<file path="src/hw/rtl/leb_pkg.sv">
// Shared types and constants of the line edit buffer.
package leb_pkg;

  // Default storage depth of the text memory
  localparam int unsigned BUF_DEPTH_DEF = 256;

  // Printable key code window for the catch-all key class
  localparam logic [9:0] KEY_LOW  = 10'd32;
  localparam logic [9:0] KEY_HIGH = 10'd127;

  // Reset value of the field length limit
  localparam logic [7:0] MAX_LENGTH_RST = 8'd255;

  // Request opcodes
  localparam logic [1:0] OP_KEY     = 2'd0;
  localparam logic [1:0] OP_FOCUS   = 2'd1;
  localparam logic [1:0] OP_RELEASE = 2'd2;
  localparam logic [1:0] OP_READ    = 2'd3;

  // Key classes
  localparam logic [2:0] KC_ENTER = 3'd0;
  localparam logic [2:0] KC_HOME  = 3'd1;
  localparam logic [2:0] KC_END   = 3'd2;
  localparam logic [2:0] KC_DEL   = 3'd3;
  localparam logic [2:0] KC_BKSP  = 3'd4;
  localparam logic [2:0] KC_LEFT  = 3'd5;
  localparam logic [2:0] KC_RIGHT = 3'd6;
  localparam logic [2:0] KC_OTHER = 3'd7;

  // Focus modes
  localparam logic [1:0] FM_IDLE   = 2'd0;
  localparam logic [1:0] FM_EDIT   = 2'd1;
  localparam logic [1:0] FM_COMMIT = 2'd2;

  // One input request
  typedef struct packed {
    logic [1:0] opcode;
    logic [2:0] key_class;
    logic [9:0] key_code;
    logic [7:0] typed_char;
    logic       pressed;
    logic [7:0] read_index;
  } leb_item_t;

  // One result
  typedef struct packed {
    logic       handled;
    logic       commit_pending;
    logic       editing;
    logic [7:0] cursor_pos;
    logic [7:0] text_length;
    logic [7:0] read_char;
  } leb_result_t;

  // Controller to datapath
  typedef struct packed {
    logic accept;
    logic step;
    logic wr;
    logic load;
  } leb_cmd_t;

  // Datapath to controller
  typedef struct packed {
    logic start_shift;
    logic busy;
    logic out_free;
  } leb_status_t;

endpackage

</file>
<file path="src/hw/rtl/leb_if.sv">
// Request and result channel interfaces of the line edit buffer.
interface leb_in_if;
  logic       valid;
  logic       ready;
  logic [1:0] opcode;
  logic [2:0] key_class;
  logic [9:0] key_code;
  logic [7:0] typed_char;
  logic       pressed;
  logic [7:0] read_index;

  modport source (output valid, opcode, key_class, key_code, typed_char, pressed,
                  read_index, input ready);
  modport sink (input valid, opcode, key_class, key_code, typed_char, pressed,
                read_index, output ready);
endinterface

interface leb_out_if;
  logic       valid;
  logic       ready;
  logic       handled;
  logic       commit_pending;
  logic       editing;
  logic [7:0] cursor_pos;
  logic [7:0] text_length;
  logic [7:0] read_char;

  modport source (output valid, handled, commit_pending, editing, cursor_pos,
                  text_length, read_char, input ready);
  modport sink (input valid, handled, commit_pending, editing, cursor_pos,
                text_length, read_char, output ready);
endinterface

</file>
<file path="src/hw/rtl/leb_ctrl.sv">
// Sequencing state machine of the line edit buffer.
module leb_ctrl (
  input  logic                 clk,
  input  logic                 rst_n,
  input  logic                 in_valid,
  output logic                 in_ready,
  input  leb_pkg::leb_status_t sts,
  output leb_pkg::leb_cmd_t    cmd
);
  import leb_pkg::*;

  typedef enum logic [3:0] {
    ST_IDLE = 4'b0001,
    ST_STEP = 4'b0010,
    ST_WR   = 4'b0100,
    ST_FIN  = 4'b1000
  } leb_state_t;

  leb_state_t state_r, state_nxt;

  assign in_ready   = (state_r == ST_IDLE);
  assign cmd.accept = in_ready && in_valid;
  assign cmd.step   = (state_r == ST_STEP);
  assign cmd.wr     = (state_r == ST_WR);
  assign cmd.load   = (state_r == ST_FIN) && sts.out_free;

  // Advance through accept, shift loop and result hand-off
  always_comb begin
    state_nxt = state_r;
    unique case (state_r)
      ST_IDLE: begin
        if (in_valid) state_nxt = sts.start_shift ? ST_STEP : ST_FIN;
      end
      ST_STEP: begin
        state_nxt = sts.busy ? ST_WR : ST_FIN;
      end
      ST_WR: begin
        state_nxt = ST_STEP;
      end
      ST_FIN: begin
        if (sts.out_free) state_nxt = ST_IDLE;
      end
      default: begin
        state_nxt = ST_IDLE;
      end
    endcase
  end

  always_ff @(posedge clk) begin
    if (!rst_n) begin
      state_r <= ST_IDLE;
    end else begin
      state_r <= state_nxt;
    end
  end

endmodule

</file>
<file path="src/hw/rtl/leb_dp.sv">
// Datapath of the line edit buffer: edit state, text memory, shifter, result register.
module leb_dp #(
  parameter int unsigned BUF_DEPTH = leb_pkg::BUF_DEPTH_DEF
) (
  input  logic                 clk,
  input  logic                 rst_n,
  input  logic                 cfg_we,
  input  logic [7:0]           cfg_data,
  input  leb_pkg::leb_item_t   item,
  input  leb_pkg::leb_cmd_t    cmd,
  output leb_pkg::leb_status_t sts,
  output logic                 out_valid,
  input  logic                 out_ready,
  output leb_pkg::leb_result_t result
);
  import leb_pkg::*;

  localparam int unsigned AW = $clog2(BUF_DEPTH);
  localparam logic [7:0]  CAP = 8'((BUF_DEPTH < 255) ? BUF_DEPTH : 255);

  logic [7:0]  max_length_r;
  logic [1:0]  focus_r, focus_nxt;
  logic [7:0]  cursor_r, cursor_nxt;
  logic [7:0]  length_r, length_nxt;
  logic [7:0]  ptr_r, ptr_nxt;
  logic [7:0]  lim_r, lim_nxt;
  logic        ins_r, ins_nxt;
  logic        del_nxt;
  logic        handled_r, handled_nxt;
  logic        rd_ok_r, rd_ok_nxt;
  logic [7:0]  ch_r;
  logic        out_valid_r;
  leb_result_t result_r;

  logic [7:0]  mem [BUF_DEPTH];
  logic [7:0]  rdata_r;
  logic        mem_we, mem_re;
  logic [AW-1:0] waddr, raddr;
  logic [7:0]  wdata;
  logic [7:0]  cur_c;
  logic        printable;

  // Hold the field length limit
  always_ff @(posedge clk) begin
    if (!rst_n) begin
      max_length_r <= MAX_LENGTH_RST;
    end else if (cfg_we) begin
      max_length_r <= cfg_data;
    end
  end

  assign cur_c     = (cursor_r > length_r) ? length_r : cursor_r;
  assign printable = (item.typed_char != 8'd0) && (item.key_code >= KEY_LOW) &&
                     (item.key_code <= KEY_HIGH);

  // Decode the request against the current edit state
  always_comb begin
    focus_nxt   = focus_r;
    cursor_nxt  = cursor_r;
    length_nxt  = length_r;
    handled_nxt = 1'b0;
    rd_ok_nxt   = 1'b0;
    ins_nxt     = 1'b0;
    del_nxt     = 1'b0;
    ptr_nxt     = cur_c;
    lim_nxt     = cur_c;
    unique case (item.opcode)
      OP_KEY: begin
        priority if (focus_r != FM_EDIT) begin
          handled_nxt = 1'b0;
        end else if (item.key_class == KC_ENTER) begin
          focus_nxt = FM_COMMIT;
        end else if (item.key_class == KC_OTHER && !printable) begin
          handled_nxt = 1'b0;
        end else if (!item.pressed) begin
          handled_nxt = 1'b1;
        end else begin
          handled_nxt = 1'b1;
          cursor_nxt  = cur_c;
          unique case (item.key_class)
            KC_HOME: cursor_nxt = 8'd0;
            KC_END:  cursor_nxt = length_r;
            KC_DEL: begin
              if (cur_c < length_r) begin
                del_nxt    = 1'b1;
                length_nxt = length_r - 8'd1;
                ptr_nxt    = cur_c;
                lim_nxt    = length_r - 8'd1;
              end
            end
            KC_BKSP: begin
              if (cur_c != 8'd0) begin
                del_nxt    = 1'b1;
                cursor_nxt = cur_c - 8'd1;
                length_nxt = length_r - 8'd1;
                ptr_nxt    = cur_c - 8'd1;
                lim_nxt    = length_r - 8'd1;
              end
            end
            KC_LEFT: begin
              if (cur_c != 8'd0) cursor_nxt = cur_c - 8'd1;
            end
            KC_RIGHT: begin
              if (cur_c < length_r) cursor_nxt = cur_c + 8'd1;
            end
            default: begin
              if (cur_c < max_length_r && length_r < CAP) begin
                ins_nxt    = 1'b1;
                cursor_nxt = cur_c + 8'd1;
                length_nxt = length_r + 8'd1;
                ptr_nxt    = length_r;
                lim_nxt    = cur_c;
              end
            end
          endcase
        end
      end
      OP_FOCUS: begin
        focus_nxt  = FM_EDIT;
        cursor_nxt = 8'd0;
        length_nxt = 8'd0;
      end
      OP_RELEASE: begin
        focus_nxt = FM_IDLE;
      end
      default: begin
        rd_ok_nxt = (item.read_index < length_r);
      end
    endcase
  end

  // Update edit state on accept
  always_ff @(posedge clk) begin
    if (!rst_n) begin
      focus_r  <= FM_IDLE;
      cursor_r <= 8'd0;
      length_r <= 8'd0;
      ins_r    <= 1'b0;
    end else if (cmd.accept) begin
      focus_r  <= focus_nxt;
      cursor_r <= cursor_nxt;
      length_r <= length_nxt;
      ins_r    <= ins_nxt;
    end
  end

  // Capture request payload, set up the shift window and step its pointer on each write
  always_ff @(posedge clk) begin
    if (cmd.accept) begin
      handled_r <= handled_nxt;
      rd_ok_r   <= rd_ok_nxt;
      ch_r      <= item.typed_char;
      ptr_r     <= ptr_nxt;
      lim_r     <= lim_nxt;
    end else if (cmd.wr) begin
      ptr_r <= ins_r ? (ptr_r - 8'd1) : (ptr_r + 8'd1);
    end
  end

  assign sts.start_shift = ins_nxt || del_nxt;
  assign sts.busy        = (ptr_r != lim_r);

  // Select memory addresses: read the neighbor, write it one slot over, then on insert drop in the char
  always_comb begin
    mem_re = 1'b0;
    mem_we = 1'b0;
    raddr  = AW'(item.read_index);
    waddr  = AW'(ptr_r);
    wdata  = rdata_r;
    if (cmd.accept) begin
      mem_re = (item.opcode == OP_READ);
    end else if (cmd.step && sts.busy) begin
      mem_re = 1'b1;
      raddr  = ins_r ? AW'(ptr_r - 8'd1) : AW'(ptr_r + 8'd1);
    end else if (cmd.step && ins_r) begin
      mem_we = 1'b1;
      waddr  = AW'(lim_r);
      wdata  = ch_r;
    end else if (cmd.wr) begin
      mem_we = 1'b1;
    end
  end

  // Text memory with registered read
  always_ff @(posedge clk) begin
    if (mem_we) mem[waddr] <= wdata;
    if (mem_re) rdata_r <= mem[raddr];
  end

  // Hold the result until taken
  always_ff @(posedge clk) begin
    if (!rst_n) begin
      out_valid_r <= 1'b0;
    end else if (cmd.load) begin
      out_valid_r <= 1'b1;
    end else if (out_ready) begin
      out_valid_r <= 1'b0;
    end
  end

  always_ff @(posedge clk) begin
    if (cmd.load) begin
      result_r.handled        <= handled_r;
      result_r.commit_pending <= (focus_r == FM_COMMIT);
      result_r.editing        <= (focus_r == FM_EDIT);
      result_r.cursor_pos     <= cursor_r;
      result_r.text_length    <= length_r;
      result_r.read_char      <= rd_ok_r ? rdata_r : 8'd0;
    end
  end

  assign sts.out_free = !out_valid_r || out_ready;
  assign out_valid    = out_valid_r;
  assign result       = result_r;

endmodule

</file>
<file path="src/hw/rtl/line_edit_buffer.sv">
// Top level of the line edit buffer.
// Single-line text field with a cursor, fed by key, focus, release and read requests; each
// request gives one result with the edit state after it. A request that moves no text goes
// from accept to the result register once the output is free. Insert and delete shift the
// tail through the one text memory port pair, a read and a write per character moved after
// the edit point, then an insert writes the typed char. A read request passes through the
// registered memory read first. The next request is taken once the previous one has
// reached the result register, even while that result still waits. The text memory needs
// no clearing after reset: only positions below the current length are ever used.
module line_edit_buffer #(
  parameter int unsigned BUF_DEPTH = leb_pkg::BUF_DEPTH_DEF
) (
  input  logic       clk,
  input  logic       rst_n,
  input  logic       cfg_we,
  input  logic [7:0] cfg_data,
  leb_in_if.sink     in_req,
  leb_out_if.source  out_rsp
);
  import leb_pkg::*;

  leb_item_t   item;
  leb_result_t result;
  leb_cmd_t    cmd;
  leb_status_t sts;
  logic        in_ready;
  logic        out_valid;

  // Pack the request payload
  assign item.opcode     = in_req.opcode;
  assign item.key_class  = in_req.key_class;
  assign item.key_code   = in_req.key_code;
  assign item.typed_char = in_req.typed_char;
  assign item.pressed    = in_req.pressed;
  assign item.read_index = in_req.read_index;
  assign in_req.ready    = in_ready;

  leb_ctrl u_ctrl (
    .clk      (clk),
    .rst_n    (rst_n),
    .in_valid (in_req.valid),
    .in_ready (in_ready),
    .sts      (sts),
    .cmd      (cmd)
  );

  leb_dp #(
    .BUF_DEPTH (BUF_DEPTH)
  ) u_dp (
    .clk       (clk),
    .rst_n     (rst_n),
    .cfg_we    (cfg_we),
    .cfg_data  (cfg_data),
    .item      (item),
    .cmd       (cmd),
    .sts       (sts),
    .out_valid (out_valid),
    .out_ready (out_rsp.ready),
    .result    (result)
  );

  // Drive the result channel
  assign out_rsp.valid          = out_valid;
  assign out_rsp.handled        = result.handled;
  assign out_rsp.commit_pending = result.commit_pending;
  assign out_rsp.editing        = result.editing;
  assign out_rsp.cursor_pos     = result.cursor_pos;
  assign out_rsp.text_length    = result.text_length;
  assign out_rsp.read_char      = result.read_char;

endmodule

</file>
<file path="src/flat_wrapper.sv">
// flat-port wrapper written by rule: the top's interface ports become plain ports
module line_edit_buffer_flat import leb_pkg::*;
#(
  parameter int unsigned BUF_DEPTH = leb_pkg::BUF_DEPTH_DEF
)
  (clk, rst_n, cfg_we, cfg_data, in_req_valid, in_req_opcode, in_req_key_class, in_req_key_code, in_req_typed_char, in_req_pressed, in_req_read_index, in_req_ready, out_rsp_valid, out_rsp_handled, out_rsp_commit_pending, out_rsp_editing, out_rsp_cursor_pos, out_rsp_text_length, out_rsp_read_char, out_rsp_ready);
  leb_in_if in_req_i ();
  leb_out_if out_rsp_i ();
  input  logic clk;
  input  logic rst_n;
  input  logic cfg_we;
  input  logic [7:0] cfg_data;
  input wire logic [$bits(in_req_i.valid)-1:0] in_req_valid;
  input wire logic [$bits(in_req_i.opcode)-1:0] in_req_opcode;
  input wire logic [$bits(in_req_i.key_class)-1:0] in_req_key_class;
  input wire logic [$bits(in_req_i.key_code)-1:0] in_req_key_code;
  input wire logic [$bits(in_req_i.typed_char)-1:0] in_req_typed_char;
  input wire logic [$bits(in_req_i.pressed)-1:0] in_req_pressed;
  input wire logic [$bits(in_req_i.read_index)-1:0] in_req_read_index;
  output wire logic [$bits(in_req_i.ready)-1:0] in_req_ready;
  output wire logic [$bits(out_rsp_i.valid)-1:0] out_rsp_valid;
  output wire logic [$bits(out_rsp_i.handled)-1:0] out_rsp_handled;
  output wire logic [$bits(out_rsp_i.commit_pending)-1:0] out_rsp_commit_pending;
  output wire logic [$bits(out_rsp_i.editing)-1:0] out_rsp_editing;
  output wire logic [$bits(out_rsp_i.cursor_pos)-1:0] out_rsp_cursor_pos;
  output wire logic [$bits(out_rsp_i.text_length)-1:0] out_rsp_text_length;
  output wire logic [$bits(out_rsp_i.read_char)-1:0] out_rsp_read_char;
  input wire logic [$bits(out_rsp_i.ready)-1:0] out_rsp_ready;
  assign in_req_i.valid = in_req_valid;
  assign in_req_i.opcode = in_req_opcode;
  assign in_req_i.key_class = in_req_key_class;
  assign in_req_i.key_code = in_req_key_code;
  assign in_req_i.typed_char = in_req_typed_char;
  assign in_req_i.pressed = in_req_pressed;
  assign in_req_i.read_index = in_req_read_index;
  assign in_req_ready = in_req_i.ready;
  assign out_rsp_valid = out_rsp_i.valid;
  assign out_rsp_handled = out_rsp_i.handled;
  assign out_rsp_commit_pending = out_rsp_i.commit_pending;
  assign out_rsp_editing = out_rsp_i.editing;
  assign out_rsp_cursor_pos = out_rsp_i.cursor_pos;
  assign out_rsp_text_length = out_rsp_i.text_length;
  assign out_rsp_read_char = out_rsp_i.read_char;
  assign out_rsp_i.ready = out_rsp_ready;
  line_edit_buffer #(.BUF_DEPTH(BUF_DEPTH)) u_core (.clk(clk), .rst_n(rst_n), .cfg_we(cfg_we), .cfg_data(cfg_data), .in_req(in_req_i), .out_rsp(out_rsp_i));
endmodule
</file>
<file path="config.mk">
export PLATFORM = sky130hd
export DESIGN_NAME = line_edit_buffer_flat
export DESIGN_NICKNAME = d
export VERILOG_FILES = /design/src/hw/rtl/leb_pkg.sv /design/src/hw/rtl/leb_if.sv /design/src/hw/rtl/leb_ctrl.sv /design/src/hw/rtl/leb_dp.sv /design/src/hw/rtl/line_edit_buffer.sv /design/src/flat_wrapper.sv
export SDC_FILE = /design/constraint.sdc
export NUM_CORES = 2
export LEC_CHECK = 0
export BUFFER_PORTS_ARGS = -buffer_cell sky130_fd_sc_hd__buf_2
export CELL_PAD_IN_SITES_DETAIL_PLACEMENT = 0
export CELL_PAD_IN_SITES_GLOBAL_PLACEMENT = 1
export CORE_MARGIN = 3
export CORE_UTILIZATION = 40
export CTS_BUF_LIST = sky130_fd_sc_hd__clkbuf_4
export CTS_CLUSTER_DIAMETER = 200
export DETAILED_ROUTE_END_ITERATION = 6
export PLACE_DENSITY = 0.71
export SYNTH_ARGS = -nofsm -noshare
export SYNTH_HDL_FRONTEND = slang
export SYNTH_SLANG_ARGS = --single-unit
</file>
<file path="constraint.sdc">
create_clock -name clk -period 15.5 [get_ports clk]
set_clock_uncertainty 0.2 [all_clocks]
set_input_delay 0.775 -clock clk [delete_from_list [all_inputs] [get_ports clk]]
set_output_delay 0.775 -clock clk [all_outputs]
set_load 0.01 [all_outputs]
</file>
# [Word level (Yosys, flattened, before mapping)]
# Memory sizes are Yosys's and may differ from the RTL's. A register that Yosys moved wholly into a read port is not among the register bits.
# Cells that the tools add are included.
[classes] n_addsub=6 magnitude_cmp=7 n_eq_ne=29 mux=79 n_bitwise=1 reduce_logical=30
[op_table] op="8-bit two-way mux" n=39
[op_table] op="8-bit case mux with 2 select lines" n=4
[op_table] op="8-bit case mux with 5 select lines" n=1
[op_table] op="1-bit two-way mux" n=25
[op_table] op="8-bit by 1-bit adder with 8-bit output (second input constant)" n=3
[op_table] op="8-bit < comparator" n=3
[op_table] op="8-bit case mux with 3 select lines" n=1
[op_table] op="8-bit by 1-bit subtractor with 8-bit output (second input constant)" n=3
[op_table] op="4-bit two-way mux" n=4
[op_table] op="2-bit inequality test (second input constant)" n=8
[op_table] op="4-bit case mux with 4 select lines" n=1
[op_table] op="8-bit nonzero test" n=2
[op_table] op="3-bit == test (second input constant)" n=4
[op_table] op="10-bit by 6-bit greater-or-equal comparator with 1-bit output (second input constant)" n=1
[op_table] op="10-bit by 7-bit less-or-equal comparator with 1-bit output (second input constant)" n=1
[op_table] op="10-bit AND reduction" n=1
[op_table] op="8-bit > comparator" n=1
[op_table] op="1-bit logical AND" n=8
[op_table] op="8-bit < comparator (second input constant)" n=1
[op_table] op="8-bit inequality test" n=1
[op_table] op="2-bit == test (second input constant)" n=3
[op_table] op="3-bit by 2-bit == test with 1-bit output (second input constant)" n=2
[op_table] op="3-bit inequality test (second input constant)" n=2
[op_table] op="2-bit case mux with 3 select lines" n=1
[op_table] op="25 further kinds" n=32
[word_totals] reg_bits=85 ramBits=2048 input_bits=45 output_inout_bits=29 elab_cells=171 n_memories=1
[mem_list] name="u_core.u_dp.mem" words=256 width=8 read_ports=1 rd_ports_with_merged_regs=1 wr=1 line="leb_dp.sv:35" source="logic [7:0] mem [BUF_DEPTH];"

# [Longest topological paths before layout]
[depth] ltp_word=15 mapped_depth=20 ltp_nobuf=18

# [Modules after synthesis]
# A second synthesis with hierarchy kept.
[hier_totals] hier_cells=4748 hier_area_um2=85220.5
[modules_own_cells] module="leb_dp" instances=1 cells_each=4717 area_each_um2=84932.7 seq_area_each_um2=63891.3
[modules_own_cells] module="leb_ctrl" instances=1 cells_each=31 area_each_um2=287.8 seq_area_each_um2=80.1

# [Worst setup path before layout]
# OpenSTA, ideal clock, no wires.
[synth_timing] path_type="register -> register" from="register u_core.u_dp.length_r[6]" to="register u_core.u_dp.length_r[4]" setup_ns=0.070 t_arrival_ns=4.823 required_ns=15.230 slack_ns=10.407 path_stages_with_launch=20 n_path_buf=2 period_less_slack_ns=5.093 path_cell_list="dfxtp_1 -> clkbuf_1 -> inv_1 -> ha_1 -> nand4_1 -> or2_2 -> o21ai_2 -> buf_2 -> mux2i_1 -> inv_1 -> ha_1 -> a21o_1 -> a21o_1 -> a21o_1 -> nor3_1 -> a21o_1 -> a21o_1 -> o31ai_4 -> or4b_2 -> a21boi_1"
[synth_between] elab_chain_cells=6 word_cells_on_any_way=11 classes_between="4 x order compare; 3 x eq/ne; 1 x mux; 3 x reduce/logical"
[synth_lines] element="start: declaration" line="leb_dp.sv:24" source="logic [7:0] length_r, length_nxt;"
[synth_lines] element="start signal: assignment" line="leb_dp.sv:142" source="length_r <= length_nxt;"
[synth_lines] element="8-bit > comparator" line="leb_dp.sv:52" source="assign cur_c = (cursor_r > length_r) ? length_r : cursor_r;"
[synth_lines] element="8-bit two-way mux" line="leb_dp.sv:52"
[synth_lines] element="8-bit < comparator" line="leb_dp.sv:107" source="if (cur_c < max_length_r && length_r < CAP) begin"
[synth_lines] element="1-bit logical AND" line="leb_dp.sv:107"
[synth_lines] element="4-bit inequality test (no line)"
[synth_lines] element="10-bit AND reduction (no line) (*)"
# Mark *: on every way between the ends. The rest lies on a longest branch, timed or not.
# A chain may end at the register's enable or synchronous reset.

# [Final worst setup path]
[layout_timing] from="register u_core.u_dp.ptr_r[7]" to="register u_core.u_dp.rdata_r[3], read port of u_core.u_dp.mem (data pin)"
[layout_between] elab_chain_cells=4 word_cells_on_any_way=9 classes_between="2 x add/sub; 1 x eq/ne; 5 x mux; 1 x reduce/logical"
[layout_lines] element="start: declaration" line="leb_dp.sv:25" source="logic [7:0] ptr_r, ptr_nxt;"
[layout_lines] element="start signal: assignment" line="leb_dp.sv:153" source="ptr_r <= ptr_nxt;"
[layout_lines] element="start signal: assignment" line="leb_dp.sv:156" source="ptr_r <= ins_r ? (ptr_r - 8'd1) : (ptr_r + 8'd1);"
[layout_lines] element="8-bit by 1-bit adder with 8-bit output (tied with other cells)" line="leb_dp.sv:174" source="raddr = ins_r ? AW'(ptr_r - 8'd1) : AW'(ptr_r + 8'd1);"
[layout_lines] element="8-bit two-way mux or 1-bit logical AND (tied branches)" line="leb_dp.sv:174, leb_dp.sv:172"
[layout_lines] element="8-bit two-way mux or 1-bit two-way mux (tied branches)" line="leb_dp.sv:172" source="end else if (cmd.step && sts.busy) begin"
[layout_lines] element="8-bit two-way mux or 1-bit two-way mux (tied branches)" line="leb_dp.sv:170" source="if (cmd.accept) begin"
[layout_lines] element="end: declaration" line="leb_dp.sv:36" source="logic [7:0] rdata_r;"
# Parallel ways exist; a longest one is shown, timed or not.

==> impl_metrics.toml <==
[route]
dr.first_iter.drc_count = 7124
vias_per_cell = 5.83
via_count = 57100
wirelength_per_cell_um = 27.1
final_antenna_net_count = 0
dr.pass1.iters = 6
post-route-drc-count = 0
drt-total-wl_um = 266000

[clock_tree]
ctsHtreeMaxLevel = 6
clock_tree.buffer_depth = 4
cts_root_buffer = "sky130_fd_sc_hd__clkbuf_4"
cts.reportedPaths.clkPinSlew_ps = 70
tritoncts.num_buffers = 558
cts_hold_repair.buffers = 67
cts_tree = "built"
cts.sinks = 2141
worst_skew_pair.late_latency_ps = 1290
cts_post_setup_buffers_inserted = 0
cts_resized = 0

[timing]
final.setup.tns_ps = 0
fin_crit_ps = 7140
final-hold-violation-count = 0
final_critical_path_setup_slack_ps = 8360
fmax_mhz = 140
slew_violations = 0
slew_headroom_pct = 5.77
fin_crit_sh_pct = 46.1
grt_setup_unrepaired = "false"
max_slew.worst_pin.slew_ps = 1380
setup_viol_count_final = 0

[synthesis]
yosysTopAreaCell = "sky130_fd_sc_hd__edfxtp_1"
synth_enable_flop_cells = 2109
synth.top_cells.by_area = "sky130_fd_sc_hd__edfxtp_1 72%, sky130_fd_sc_hd__nand2_1 5.0%, sky130_fd_sc_hd__mux2i_1 3.7%"
synth_mux_area_share_pct = 6.02
synthAdderAreaFrac_pct = 0.647
synth_seq_cells = 2141
yosys_warnings = 0
synth_top_family_by_area = "simple AND/OR/NAND/NOR gates"
post_synth.cell_area_avg_um2 = 14.3
synth_top_cell_area_share_pct = 71.8
synth-simple-area-share_pct = 11.1
synth-seq-area-share_pct = 72.6
postSynthNetCount = 6261
synth_top_flop_cell = "sky130_fd_sc_hd__edfxtp_1"
mappedNetlistArea_um2 = 88200
async_reset_ff_share_pct = 0
share_of_the_synthesized_area_in_compound_gates_ao_oa_aoi_oai_pct = 6.68
synth-xor-area-share_pct = 0.336
synth.lib_cells_used.distinct = 101
post_synth_inst_count = 6171

[status]
outcome = "completed"

[placement]
place.gp.congestion = 0.890
dp_hpwl_um = 151000
placed_cells_incl_taps = 8817
detailedPlace.worstSlack_ps = 8540
place.port_buffers = 68

[layout]
finish.net_count = 6680
finalCoreUtilization_pct = 45.1
mostFrequentLayoutCells = "2109 x sky130_fd_sc_hd__edfxtp_1, 1172 x sky130_fd_sc_hd__nand2_1, 798 x sky130_fd_sc_hd__clkbuf_4"
layout-drive-gt1-share_pct = 17.0
synth_to_final_area_change_pct = 11.7
layout.cells.non_filler = 9795
final.fill_count = 19500
mostFrequentLayoutCell = "sky130_fd_sc_hd__edfxtp_1"

[grt]
grt_first_pass_wirelength_um = 379000
antenna_found_initial = 17
grt_max_degree = 146
grt_overflow_total = 0
grt_usage_pct = 23.0
grt_pass1_vias = 54600

[die]
ios = 74
fp-row-count = 171
initial_cell_density_of_the_core_pct = 40.4
core-area_um2 = 218000
y_dimension_of_the_die_um = 475
die_w_um = 475
die_area_um2 = 226000

[worst_setup_path]
worstSetupEndpointType = "flop"
critPathMaxFanout = 126
worstSetupStartpointType = "flop"
worstSetupPathType = "reg2reg"
critical_path_required_ps = 16310
critPathArrivalTime_ps = 7950

[power]
total_power_mw = 11.9
power_density_nw_per_um2 = 121
max-vdd-ir-drop_mv = 0.0906
leakagePower_nw = 33.4

[flow_run]
maxCapViolations = 0

[worst_hold_path]
worstHoldPathType = "in2reg"
flip-flops by register name (all words and copies together) (netlist names):
signal,cells
u_core.u_dp.max_length_r,8
u_core.u_dp.ins_r,1
u_core.u_dp.lim_r,8
u_core.u_dp.mem,2048
u_core.u_dp.rd_ok_r,1
u_core.u_dp.result,27
u_core.u_dp.rdata_r,8
u_core.u_dp.focus_r,2
u_core.u_dp.ch_r,8
u_core.u_dp.handled_r,1
u_core.u_dp.ptr_r,8
u_core.u_dp.length_r,8
u_core.u_dp.out_valid,1
u_core.u_ctrl.state_r,4
u_core.u_dp.cursor_r,8
Yosys cell counts (all sizes together), types with 8 or more instances:
library cell	instances
clkbuf	120
buf	268
o31ai	12
nor2	313
inv	40
nand3	472
o21ai	87
o21a	11
a221oi	40
a221o	9
a21oi	256
and2	13
a21o	10
nor2b	21
a21boi	16
dfxtp	32
a32oi	29
a2111oi	8
nor3	45
mux4	80
o22ai	44
ha	44
o211ai	28
a311oi	31
o221ai	94
and3	68
nand2	1182
edfxtp	2109
nand4	27
a22oi	19
nand2b	10
or4	15
mux2	19
a211oi	9
mux2i	328
a31oi	74
xnor2	31
nor4	50
worst paths after layout:
path | from | endpoint | slack, ps | cells past startpoint
max | u_core.u_dp.ptr_r[7] | u_core.u_dp.rdata_r[3] | 8360 | 15
min | cfg_we | u_core.u_dp.max_length_r[6] | 250 | 3
max reg2reg | u_core.u_dp.ptr_r[7] | u_core.u_dp.rdata_r[3] | 8360 | 15
min reg2reg | u_core.u_dp.handled_r | u_core.u_dp.result[26] | 280 | 0
through the flow:
step | hold WS [ps] | instance area (um2)
floorplan | 200 | 88200
global placement | 274 | 91200
detailed placement | 282 | 91200
CTS | 10.5 | 98400
global route | 120 | 98500
finish | 246 | 98500
worst max-delay path, stage by stage, from the launching register on:
cell	delay [ps]
sky130_fd_sc_hd__edfxtp_1	610
sky130_fd_sc_hd__xnor2_1	260
sky130_fd_sc_hd__nand4_2	230
sky130_fd_sc_hd__o21a_2	270
sky130_fd_sc_hd__buf_4	280
sky130_fd_sc_hd__o21ai_4	620
sky130_fd_sc_hd__buf_12	610
sky130_fd_sc_hd__buf_4	610
sky130_fd_sc_hd__buf_4	560
sky130_fd_sc_hd__mux2i_1	260
sky130_fd_sc_hd__o221ai_1	200
sky130_fd_sc_hd__a21oi_1	210
sky130_fd_sc_hd__nor4_1	130
sky130_fd_sc_hd__nor4_1	880
sky130_fd_sc_hd__o221ai_1	320
sky130_fd_sc_hd__a211o_1	350
power breakdown:
| part | internal [mW] | switching (mW) | leakage, nW | total, mW |
|---|---|---|---|---|
| clock | 2.44 | 2.22 | 3.96 | 4.67 |
| combinational | 0.231 | 0.603 | 10.2 | 0.834 |
| sequential | 6.37 | 0.0251 | 19.3 | 6.39 |
metal layers:
layer  global-route usage (%)  vias up  part of all wire [%]
met4                     8.44        2                   3.2
met5                        0        -                0.0049
met1                     31.4    28700                    40
met2                     36.3     3157                    47
li1                         -    24700                     -
met3                     4.93      478                   9.8
kinds of logic after synthesis:
logic type,after synthesis
buffers and inverters,431
xor gates and xnor gates,33
adders and majority gates,45
AOI/OAI and AO/OA,849
DFF,2141
muxes,427
and+or+nand+nor,2245
layout make-up:
class	count	area [um2]	area share [%]
diodes	13	32.5	0.0330
clock buffers	798	5990	6.08
clock inverters	100	541	0.549
inverters	43	161	0.164
multi-input cells	3599	22200	22.6
flip-flops and latches	2141	64000	65.0
well taps	2854	3570	3.63
repair buffers	247	1990	2.02
No activity file was read; power rests on OpenSTA's default activity.
